**config.mk**
```make
export PLATFORM = sky130hd
export DESIGN_NAME = integer_literal_scanner_unit
export DESIGN_NICKNAME = d
export VERILOG_FILES = /design/src/design/ils_pkg.sv /design/src/design/ils_queue.sv /design/src/design/ils_front.sv /design/src/design/ils_back.sv /design/src/design/integer_literal_scanner_unit.sv
export SDC_FILE = /design/constraint.sdc
export NUM_CORES = 1
export LEC_CHECK = 0
export ABC_AREA = 1
export BUFFER_PORTS_ARGS = -buffer_cell sky130_fd_sc_hd__buf_2
export CAP_MARGIN = 20
export CORE_MARGIN = 1.5
export CORE_UTILIZATION = 35
export CTS_CLUSTER_SIZE = 40
export DETAILED_ROUTE_END_ITERATION = 12
export PLACE_DENSITY = 0.47
export SETUP_SLACK_MARGIN = 0.3
export SLEW_MARGIN = 0
export SYNTH_ARGS = -nofsm -noshare
export SYNTH_HDL_FRONTEND = slang
export SYNTH_HIERARCHICAL = 1
export SYNTH_SLANG_ARGS = --single-unit
```
**constraint.sdc**
```tcl
create_clock -name clock -period 10.2 [get_ports clock]
set_clock_uncertainty 0.1 [all_clocks]
set_input_delay 1.53 -clock clock [delete_from_list [all_inputs] [get_ports clock]]
set_output_delay 1.53 -clock clock [all_outputs]
set_load 0.05 [all_outputs]
```
**src/design/ils_pkg.sv**
```systemverilog
// ----------------------------------------------------------------------------
// ils_pkg: shared types and constants for the integer literal scanner
// Holds the character classes, the queue entry layout, the number base and
// C type codes, and the sizes of the accumulator and the decoupling queue.
// ----------------------------------------------------------------------------
package ils_pkg;

   // Widths of the C types being modeled.
   localparam int INT_BITS  = 32;
   localparam int LONG_BITS = 64;

   // Width of the value field on the result channel.
   localparam int VALUE_BITS = 64;

   // The accumulator times sixteen plus a digit needs four more bits.
   localparam int ACC_EXT_BITS = LONG_BITS + 4;

   // Queue between the classifier and the evaluator.
   localparam int QUEUE_DEPTH      = 4;
   localparam int QUEUE_PTR_BITS   = $clog2(QUEUE_DEPTH);
   localparam int QUEUE_COUNT_BITS = $clog2(QUEUE_DEPTH + 1);

   // Characters of interest.
   localparam logic [7:0] CHAR_ZERO    = "0";
   localparam logic [7:0] CHAR_ONE     = "1";
   localparam logic [7:0] CHAR_NINE    = "9";
   localparam logic [7:0] CHAR_LOWER_A = "a";
   localparam logic [7:0] CHAR_LOWER_F = "f";
   localparam logic [7:0] CHAR_UPPER_A = "A";
   localparam logic [7:0] CHAR_UPPER_F = "F";
   localparam logic [7:0] CHAR_LOWER_X = "x";
   localparam logic [7:0] CHAR_UPPER_X = "X";
   localparam logic [7:0] CHAR_LOWER_U = "u";
   localparam logic [7:0] CHAR_UPPER_U = "U";
   localparam logic [7:0] CHAR_LOWER_L = "l";
   localparam logic [7:0] CHAR_UPPER_L = "L";

   // Largest digit of each radix.
   localparam logic [3:0] OCT_DIGIT_MAX = 4'd7;
   localparam logic [3:0] DEC_DIGIT_MAX = 4'd9;

   typedef enum logic [2:0] {
      CLS_DIGIT,      // 0-9, a-f or A-F
      CLS_HEX_MARK,   // x or X
      CLS_UNSIGNED,   // u or U
      CLS_LONG,       // l or L
      CLS_OTHER
   } char_class_type;

   typedef enum logic [1:0] {
      BASE_NONE,
      BASE_DEC,
      BASE_OCT,
      BASE_HEX
   } number_base_type;

   typedef enum logic [1:0] {
      TYPE_INT,
      TYPE_UINT,
      TYPE_LONG,
      TYPE_ULONG
   } const_type_type;

   // Suffix flags.
   localparam logic [1:0] SUFFIX_U = 2'b01;
   localparam logic [1:0] SUFFIX_L = 2'b10;

   typedef struct packed {
      char_class_type cls;
      logic [3:0]     digit;
      logic           last;
   } ils_entry_type;

   typedef struct packed {
      logic full;
      logic empty;
   } ils_queue_status_type;

endpackage

```
**src/design/ils_queue.sv**
```systemverilog
// ----------------------------------------------------------------------------
// ils_queue: short FIFO of classified characters
// Register-based queue that decouples the classifier from the evaluator.
// ----------------------------------------------------------------------------
module ils_queue (
   input  logic                         clock,
   input  logic                         reset,
   input  logic                         push,
   input  ils_pkg::ils_entry_type        push_entry,
   input  logic                         pop,
   output ils_pkg::ils_entry_type        head_entry,
   output ils_pkg::ils_queue_status_type status
);
   import ils_pkg::*;

   ils_entry_type                slot_ff [QUEUE_DEPTH];
   logic [QUEUE_PTR_BITS-1:0]    wr_ptr_ff, wr_ptr_in;
   logic [QUEUE_PTR_BITS-1:0]    rd_ptr_ff, rd_ptr_in;
   logic [QUEUE_COUNT_BITS-1:0]  count_ff, count_in;

   function automatic logic [QUEUE_PTR_BITS-1:0] next_ptr(
      input logic [QUEUE_PTR_BITS-1:0] ptr
   );
      if (ptr == QUEUE_PTR_BITS'(QUEUE_DEPTH - 1)) begin
         return '0;
      end
      return ptr + QUEUE_PTR_BITS'(1);
   endfunction

   always_comb begin
      wr_ptr_in = push ? next_ptr(wr_ptr_ff) : wr_ptr_ff;
      rd_ptr_in = pop  ? next_ptr(rd_ptr_ff) : rd_ptr_ff;
      count_in  = count_ff;
      if (push && !pop) begin
         count_in = count_ff + QUEUE_COUNT_BITS'(1);
      end else if (pop && !push) begin
         count_in = count_ff - QUEUE_COUNT_BITS'(1);
      end
   end

   always_ff @(posedge clock) begin
      if (reset) begin
         wr_ptr_ff <= '0;
         rd_ptr_ff <= '0;
         count_ff  <= '0;
      end else begin
         wr_ptr_ff <= wr_ptr_in;
         rd_ptr_ff <= rd_ptr_in;
         count_ff  <= count_in;
      end
   end

   always_ff @(posedge clock) begin
      if (push) begin
         slot_ff[wr_ptr_ff] <= push_entry;
      end
   end

   assign head_entry   = slot_ff[rd_ptr_ff];
   assign status.full  = (count_ff == QUEUE_COUNT_BITS'(QUEUE_DEPTH));
   assign status.empty = (count_ff == '0);

endmodule

```
**src/design/ils_front.sv**
```systemverilog
// ----------------------------------------------------------------------------
// ils_front: character classifier and input side of the queue
// Sorts each incoming character into a class with its digit value and
// queues it for the evaluator.
// ----------------------------------------------------------------------------
module ils_front (
   input  logic                         clock,
   input  logic                         reset,
   input  logic                         req_valid,
   output logic                         req_stall,
   input  logic [7:0]                   req_char_code,
   input  logic                         req_is_last,
   input  logic                         pop,
   output ils_pkg::ils_entry_type        head_entry,
   output ils_pkg::ils_queue_status_type status
);
   import ils_pkg::*;

   ils_entry_type entry;
   logic          push;

   always_comb begin
      entry.last  = req_is_last;
      entry.digit = '0;
      entry.cls   = CLS_OTHER;
      if (req_char_code inside {[CHAR_ZERO:CHAR_NINE]}) begin
         entry.cls   = CLS_DIGIT;
         entry.digit = req_char_code[3:0];
      end else if (req_char_code inside {[CHAR_LOWER_A:CHAR_LOWER_F]}) begin
         entry.cls   = CLS_DIGIT;
         entry.digit = 4'(req_char_code - CHAR_LOWER_A + 8'd10);
      end else if (req_char_code inside {[CHAR_UPPER_A:CHAR_UPPER_F]}) begin
         entry.cls   = CLS_DIGIT;
         entry.digit = 4'(req_char_code - CHAR_UPPER_A + 8'd10);
      end else if (req_char_code inside {CHAR_LOWER_X, CHAR_UPPER_X}) begin
         entry.cls = CLS_HEX_MARK;
      end else if (req_char_code inside {CHAR_LOWER_U, CHAR_UPPER_U}) begin
         entry.cls = CLS_UNSIGNED;
      end else if (req_char_code inside {CHAR_LOWER_L, CHAR_UPPER_L}) begin
         entry.cls = CLS_LONG;
      end
   end

   assign req_stall = status.full;
   assign push      = req_valid && !status.full;

   ils_queue u_queue (
      .clock      (clock),
      .reset      (reset),
      .push       (push),
      .push_entry (entry),
      .pop        (pop),
      .head_entry (head_entry),
      .status     (status)
   );

endmodule

```
**src/design/ils_back.sv**
```systemverilog
// ----------------------------------------------------------------------------
// ils_back: token evaluator and result register
// Tracks base, suffix and value of a token one queued character per cycle
// (a last one held while a response waits) and registers the result on it.
// ----------------------------------------------------------------------------
module ils_back (
   input  logic                         clock,
   input  logic                         reset,
   input  ils_pkg::ils_entry_type        head_entry,
   input  ils_pkg::ils_queue_status_type status,
   output logic                         pop,
   output logic                         rsp_valid,
   input  logic                         rsp_stall,
   output logic                         rsp_valid_constant,
   output logic [1:0]                   rsp_const_type,
   output logic [63:0]                  rsp_const_value
);
   import ils_pkg::*;

   logic [1:0]            position_ff, position_in;
   number_base_type       base_ff, base_in;
   logic [LONG_BITS-1:0]  acc_ff, acc_in;
   logic                  failed_ff, failed_in;
   logic [1:0]            suffix_ff, suffix_in;
   logic                  digit_seen_ff, digit_seen_in;

   logic                  rsp_valid_ff, rsp_valid_in;
   logic                  valid_constant_ff, valid_constant_in;
   const_type_type        const_type_ff, const_type_in;
   logic [VALUE_BITS-1:0] const_value_ff, const_value_in;

   number_base_type         base_eff;
   logic                    base_ok;
   logic [ACC_EXT_BITS-1:0] acc_ext, scaled, total;
   logic                    digit_ok;
   logic [1:0]              suffix_bit;
   logic                    out_free;
   logic                    finish;
   const_type_type          token_type;

   assign out_free = !rsp_valid_ff || !rsp_stall;
   assign pop      = !status.empty && (!head_entry.last || out_free);
   assign finish   = pop && head_entry.last;

   // Base the digit is read in; a first digit decides between octal and
   // decimal.
   always_comb begin
      base_eff = base_ff;
      base_ok  = 1'b1;
      if (base_ff == BASE_NONE) begin
         if (head_entry.cls == CLS_DIGIT && head_entry.digit == 4'd0) begin
            base_eff = BASE_OCT;
         end else if (head_entry.cls == CLS_DIGIT &&
                      head_entry.digit <= DEC_DIGIT_MAX) begin
            base_eff = BASE_DEC;
         end else begin
            base_ok = 1'b0;
         end
      end
   end

   // Multiply by the radix with shifts and add the digit.
   always_comb begin
      acc_ext = ACC_EXT_BITS'(acc_ff);
      case (base_eff)
         BASE_HEX: begin
            scaled   = acc_ext << 4;
            digit_ok = 1'b1;
         end
         BASE_OCT: begin
            scaled   = acc_ext << 3;
            digit_ok = head_entry.digit <= OCT_DIGIT_MAX;
         end
         default: begin
            scaled   = (acc_ext << 3) + (acc_ext << 1);
            digit_ok = head_entry.digit <= DEC_DIGIT_MAX;
         end
      endcase
      digit_ok = digit_ok && head_entry.cls == CLS_DIGIT;
      total    = scaled + ACC_EXT_BITS'(head_entry.digit);
   end

   assign suffix_bit = (head_entry.cls == CLS_UNSIGNED) ? SUFFIX_U : SUFFIX_L;

   always_comb begin
      position_in   = position_ff;
      base_in       = base_ff;
      acc_in        = acc_ff;
      failed_in     = failed_ff;
      suffix_in     = suffix_ff;
      digit_seen_in = digit_seen_ff;

      if (pop) begin
         if (position_ff != 2'd3) begin
            position_in = position_ff + 2'd1;
         end
         if (!failed_ff) begin
            if (position_ff == 2'd1 && base_ff == BASE_OCT &&
                head_entry.cls == CLS_HEX_MARK) begin
               base_in       = BASE_HEX;
               digit_seen_in = 1'b0;
            end else if (head_entry.cls == CLS_UNSIGNED ||
                         head_entry.cls == CLS_LONG) begin
               if (!digit_seen_ff || (suffix_ff & suffix_bit) != 2'b00) begin
                  failed_in = 1'b1;
               end else begin
                  suffix_in = suffix_ff | suffix_bit;
               end
            end else if (suffix_ff != 2'b00 || !base_ok || !digit_ok ||
                         total[ACC_EXT_BITS-1:LONG_BITS] != '0) begin
               failed_in = 1'b1;
            end else begin
               base_in       = base_eff;
               acc_in        = total[LONG_BITS-1:0];
               digit_seen_in = 1'b1;
            end
         end
      end
   end

   // C type from the final value, base and suffix.
   always_comb begin
      logic fits_int, fits_uint, fits_long;
      fits_int  = (acc_in >> (INT_BITS - 1)) == '0;
      fits_uint = (acc_in >> INT_BITS) == '0;
      fits_long = (acc_in >> (LONG_BITS - 1)) == '0;
      case (suffix_in)
         2'b00: begin
            if (fits_int) begin
               token_type = TYPE_INT;
            end else if ((base_in == BASE_OCT || base_in == BASE_HEX) && fits_uint) begin
               token_type = TYPE_UINT;
            end else if (fits_long) begin
               token_type = TYPE_LONG;
            end else begin
               token_type = TYPE_ULONG;
            end
         end
         SUFFIX_U: token_type = fits_uint ? TYPE_UINT : TYPE_ULONG;
         SUFFIX_L: token_type = fits_long ? TYPE_LONG : TYPE_ULONG;
         default:  token_type = TYPE_ULONG;
      endcase
   end

   always_comb begin
      rsp_valid_in      = rsp_valid_ff && rsp_stall;
      valid_constant_in = valid_constant_ff;
      const_type_in     = const_type_ff;
      const_value_in    = const_value_ff;
      if (finish) begin
         rsp_valid_in = 1'b1;
         if (!failed_in && digit_seen_in) begin
            valid_constant_in = 1'b1;
            const_type_in     = token_type;
            const_value_in    = VALUE_BITS'(acc_in);
         end else begin
            valid_constant_in = 1'b0;
            const_type_in     = TYPE_INT;
            const_value_in    = '0;
         end
      end
   end

   always_ff @(posedge clock) begin
      if (reset || finish) begin
         position_ff   <= '0;
         base_ff       <= BASE_NONE;
         acc_ff        <= '0;
         failed_ff     <= 1'b0;
         suffix_ff     <= '0;
         digit_seen_ff <= 1'b0;
      end else begin
         position_ff   <= position_in;
         base_ff       <= base_in;
         acc_ff        <= acc_in;
         failed_ff     <= failed_in;
         suffix_ff     <= suffix_in;
         digit_seen_ff <= digit_seen_in;
      end
   end

   always_ff @(posedge clock) begin
      if (reset) begin
         rsp_valid_ff <= 1'b0;
      end else begin
         rsp_valid_ff <= rsp_valid_in;
      end
   end

   always_ff @(posedge clock) begin
      valid_constant_ff <= valid_constant_in;
      const_type_ff     <= const_type_in;
      const_value_ff    <= const_value_in;
   end

   assign rsp_valid          = rsp_valid_ff;
   assign rsp_valid_constant = valid_constant_ff;
   assign rsp_const_type     = const_type_ff;
   assign rsp_const_value    = const_value_ff;

endmodule

```
**src/design/integer_literal_scanner_unit.sv**
```systemverilog
// ----------------------------------------------------------------------------
// integer_literal_scanner_unit: C89 integer constant scanner
// Reads a token one character per beat and reports, on its last character,
// whether it is a valid integer constant, its C type and its value.
// ----------------------------------------------------------------------------
// Usage:
//   The request channel carries one token character per beat, first to last,
//   with req_is_last set on the final character. Tokens follow each other
//   with no gap. The response channel gives one beat per token, issued for
//   the last character: rsp_valid_constant, rsp_const_type (int, unsigned
//   int, long, unsigned long) and rsp_const_value (zero when invalid).
//   A character accepted into the queue is evaluated at its head, and the
//   response register takes the result of a last character for rsp_valid.
//   The classifier and the evaluator each handle one character per cycle, so
//   the block sustains one request beat every cycle while no response waits
//   on the receiver; the evaluator step (multiply by the radix with shifts,
//   add, overflow test) sets that. A four-entry queue sits between the two.
//   While the receiver stalls, the evaluator keeps consuming characters up to
//   the next last one; with it and three more queued, req_stall rises.
//   The synchronous reset empties the queue, drops any pending response and
//   clears the token state; no initialization pass follows it.
// ----------------------------------------------------------------------------
module integer_literal_scanner_unit (
   input  logic        clock,
   input  logic        reset,
   input  logic        req_valid,
   output logic        req_stall,
   input  logic [7:0]  req_char_code,
   input  logic        req_is_last,
   output logic        rsp_valid,
   input  logic        rsp_stall,
   output logic        rsp_valid_constant,
   output logic [1:0]  rsp_const_type,
   output logic [63:0] rsp_const_value
);
   import ils_pkg::*;

   // Classified characters waiting for the evaluator.
   ils_entry_type        head_entry;
   ils_queue_status_type queue_status;
   logic                 pop;

   // The front end classifies each character (digit and its value, hex
   // marker, suffix letter or anything else) and queues it.
   ils_front u_front (
      .clock         (clock),
      .reset         (reset),
      .req_valid     (req_valid),
      .req_stall     (req_stall),
      .req_char_code (req_char_code),
      .req_is_last   (req_is_last),
      .pop           (pop),
      .head_entry    (head_entry),
      .status        (queue_status)
   );

   // The back end runs the token state and owns the response register. It
   // holds back a last character only while a response is still waiting.
   ils_back u_back (
      .clock              (clock),
      .reset              (reset),
      .head_entry         (head_entry),
      .status             (queue_status),
      .pop                (pop),
      .rsp_valid          (rsp_valid),
      .rsp_stall          (rsp_stall),
      .rsp_valid_constant (rsp_valid_constant),
      .rsp_const_type     (rsp_const_type),
      .rsp_const_value    (rsp_const_value)
   );

   // The queue cannot be full and empty at once.
   a_queue_status: assert property (@(posedge clock) disable iff (reset)
      !(queue_status.full && queue_status.empty))
      else $error("queue reports full and empty together");

   // A character taken in leaves the queue non-empty at the next edge.
   a_push_lands: assert property (@(posedge clock) disable iff (reset)
      (req_valid && !req_stall && !reset) |=> !queue_status.empty)
      else $error("accepted character did not reach the queue");

   // The evaluator never pulls from an empty queue.
   a_pop_nonempty: assert property (@(posedge clock) disable iff (reset)
      pop |-> !queue_status.empty)
      else $error("pop from an empty queue");

   // A rejected token reports type int and value zero.
   a_invalid_zero: assert property (@(posedge clock) disable iff (reset)
      (rsp_valid && !rsp_valid_constant) |->
         (rsp_const_type == TYPE_INT && rsp_const_value == '0))
      else $error("invalid token with nonzero type or value");

endmodule
```
==> impl_metrics.json <==
{
  "status": "finished, final reports clean",
  "htree_levels": 4,
  "async_flop_share_pct": 0,
  "core_um2": 47650,
  "clockBufferDepth": 2,
  "r2r_cells": 34,
  "die_area_um2": 49590,
  "dominantRegCellSynth": "edfxtp_1",
  "crit_top_cell": "nand2_1",
  "tns_ns": 0,
  "clk_latency_ns": 0.45,
  "hold_viol": 0,
  "timing.fmax_mhz": 131.5,
  "end_kind": "register",
  "netlist.area_leader.share_pct": 21.95,
  "std_cell_rows": 80,
  "synth_edf_count": 99,
  "min_period_over_period_pct": 74.55,
  "tightest_slew_ns": 0.9707,
  "power_frac_comb_pct": 39.9,
  "place_congestion": 0.9774,
  "synthDistinctLibCells": 45,
  "cts_tree": "yes",
  "pwr-share-seq_pct": 36.6,
  "cellPowerDensity_nw_per_um2": 154.2,
  "overflow": 0,
  "dr.first_iter.drc_count": 1333,
  "cts_root_buf": "clkbuf_16",
  "ys_top_cells_by_count": "nand2_1 (988), inv_1 (564), nor2_1 (379)",
  "antenna_found_initial": 0,
  "first_pass_iters": 6,
  "syn_inst": 2877,
  "relSlewSlack_pct": 35.22,
  "wl_mm": 61.20,
  "chipWidth_um": 222.7,
  "hpwl_mm": 51.35,
  "switching_share_pct": 45.89,
  "initial_utilization_pct": 35.45,
  "utilization_pct": 38.61,
  "hold_class": "reg2reg",
  "place_area_um2": 17810,
  "synth.most_common_cell": "nand2_1",
  "grt_usage_pct": 24.63,
  "critPathMaxStageDelay_ns": 0.65,
  "crit_slowest_cell": "buf_4",
  "leakagePower_nw": 9.037,
  "required_ns": 10.27,
  "power.share.clock_pct": 23.5,
  "grt_max_degree": 93,
  "final-setup-viol-count": 0,
  "drt-wirelength-per-cell_um": 17.22,
  "reg2reg_slack_ns": 2.60,
  "vias": 17390,
  "ys_seq_area_share_pct": 27.32,
  "grt_pass1_vias": 16490,
  "synth.cell_area_um2": 16890,
  "portBuffers": 81,
  "cap_violations": 0,
  "cts_buffers": 17,
  "area_growth_pct": 8.903,
  "route.detailed.drc": 0,
  "whs_endpoint": "u_back/position_ff[1]",
  "clk_transition_reported_paths_ns": 0.07,
  "report.final.slew_viol_count": 0,
  "crit_fanout": 92,
  "p_total_w": 0.002838,
  "start_kind": "register",
  "hold_start": "u_back/position_ff[1]",
  "yosysTopAreaCell": "nand2_1",
  "vias_per_cell": 4.892,
  "placed_cells": 3522,
  "arrival_ns": 7.68,
  "intPower_w": 0.001535,
  "fin_cells": 3554,
  "io-pin-count": 82,
  "ys_ff_latch": 181,
  "period_needed_ns": 7.604,
  "synth.area.top_cells": "nand2_1 (22%), edfxtp_1 (18%), inv_1 (13%)",
  "cts_resized": 0,
  "die_h_um": 222.7,
  "syn_nets": 2970,
  "use_met1_pct": 37.00,
  "min_path_cells": 2,
  "diodes": 0,
  "top_usage_layer": "met2",
  "finish.instance_area_um2": 18400,
  "fin_nets": 3019,
  "gr-usage-met3_pct": 2.605,
  "p_sw_w": 0.001302,
  "globalRouteMet2Util_pct": 37.84,
  "grt_pass1_wl_mm": 93.61,
  "syn_area_per_cell_um2": 5.872,
  "crit_type": "reg2reg",
  "rsz0062_at_grt": "false",
  "ant_nets": 0,
  "post_cts_buffers": 0,
  "r2r_end": "u_back/rsp_const_value[32]",
  "drive_above_1_share_pct": 6.227,
  "yosysWarnings": 6,
  "clock_sinks": 181,
  "ir_drop_mv": 0.1702,
  "postCtsHoldBufs": 0
}
==> area by class of cell <==
class / instances / area (um^2)
Clock buffer: 17 / 425.4
Clock inverter: 15 / 158.9
Fill cell: 5321 / 29250
Inverter: 576 / 2162
Multi-Input combinational cell: 2061 / 9801
Sequential cell: 181 / 4614
Tap cell: 615 / 769.5
Timing Repair Buffer: 89 / 465.4
==> worst max-delay path, delay by kind of cell, from the launching register on <==
family                     cells  cell delay [ns]
and+or+nand+nor               20             3.24
buffers and inverters          6             1.82
AOI/OAI and AO/OA              7             1.21
DFF                            1             0.63
adders and majority gates      1             0.22
==> through the flow <==
step           hold WS (ns)  setup slack, ns
4_1_cts              0.3926            2.645
2_1_floorplan        0.3614            4.773
3_5_place_dp         0.3808            2.656
3_3_place_gp         0.3696            2.962
6_report             0.3940            2.596
5_1_grt              0.4235            1.783
==> how the worst max path moves through the flow <==
stage                        start                    endpoint  depth (start not counted)
after floorplan           register    u_back/rsp_const_type[1]                         45
after global placement    register    u_back/rsp_const_type[1]                         34
after detailed placement  register  u_back/rsp_const_value[52]                         34
after CTS                 register  u_back/rsp_const_value[34]                         34
after global routing      register  u_back/rsp_const_value[37]                         34
final                     register  u_back/rsp_const_value[32]                         34
==> cells in the final DEF (no fill, tap or decap), types with 14 or more instances in the layout <==
| cell | synthesis | layout |
|---|---|---|
| a21oi_1 | 90 | 90 |
| clkbuf_16 | 0 | 17 |
| nand2_1 | 988 | 986 |
| o21ai_0 | 87 | 87 |
| ha_1 | 77 | 77 |
| edfxtp_1 | 99 | 99 |
| xor2_1 | 45 | 45 |
| nor2_1 | 379 | 379 |
| nor2_2 | 14 | 14 |
| nand4_1 | 52 | 52 |
| nand3_1 | 168 | 168 |
| dfxtp_1 | 82 | 82 |
| inv_1 | 564 | 563 |
| nor3_1 | 31 | 31 |
| o211ai_1 | 17 | 17 |
| buf_2 | 16 | 81 |
| o22ai_1 | 26 | 26 |
==> power groups by stage <==
| stage | registers (W) | logic (W) | clock network (W) |
|---|---|---|---|
| after global placement | 0.00106 | 0.00112 | 0 |
| final | 0.00104 | 0.00113 | 0.000668 |
| after CTS | 0.00104 | 0.00114 | 0.000687 |
| after floorplan | 0.00141 | 0.000491 | 0 |
| after detailed placement | 0.00105 | 0.00114 | 0 |
| after global routing | 0.00105 | 0.00122 | 0.000714 |
==> routing by layer <==
layer,vias to the layer above,wire length (um)
met2,417,25750
li1,8971,-
met5,-,0
met3,52,2830
met1,7946,31730
met4,0,882
==> state kept, by name, indices dropped and copies added (netlist names), 3 cells and up, named ones only <==
register,count
u_front/u_queue/slot_ff,32
u_front/u_queue/count_ff,3
u_back/acc_ff,64
u_back/rsp_const_value,64
==> cells by family after synthesis <==
| group | synth area share (%) |
|---|---|
| and+or+nand+nor | 41.27 |
| adders and majority gates | 6.059 |
| xor gates and xnor gates | 2.955 |
| AOI/OAI and AO/OA | 7.703 |
| buffers and inverters | 14.70 |
| DFF | 27.32 |
Power figures use the tool's default switching activity.
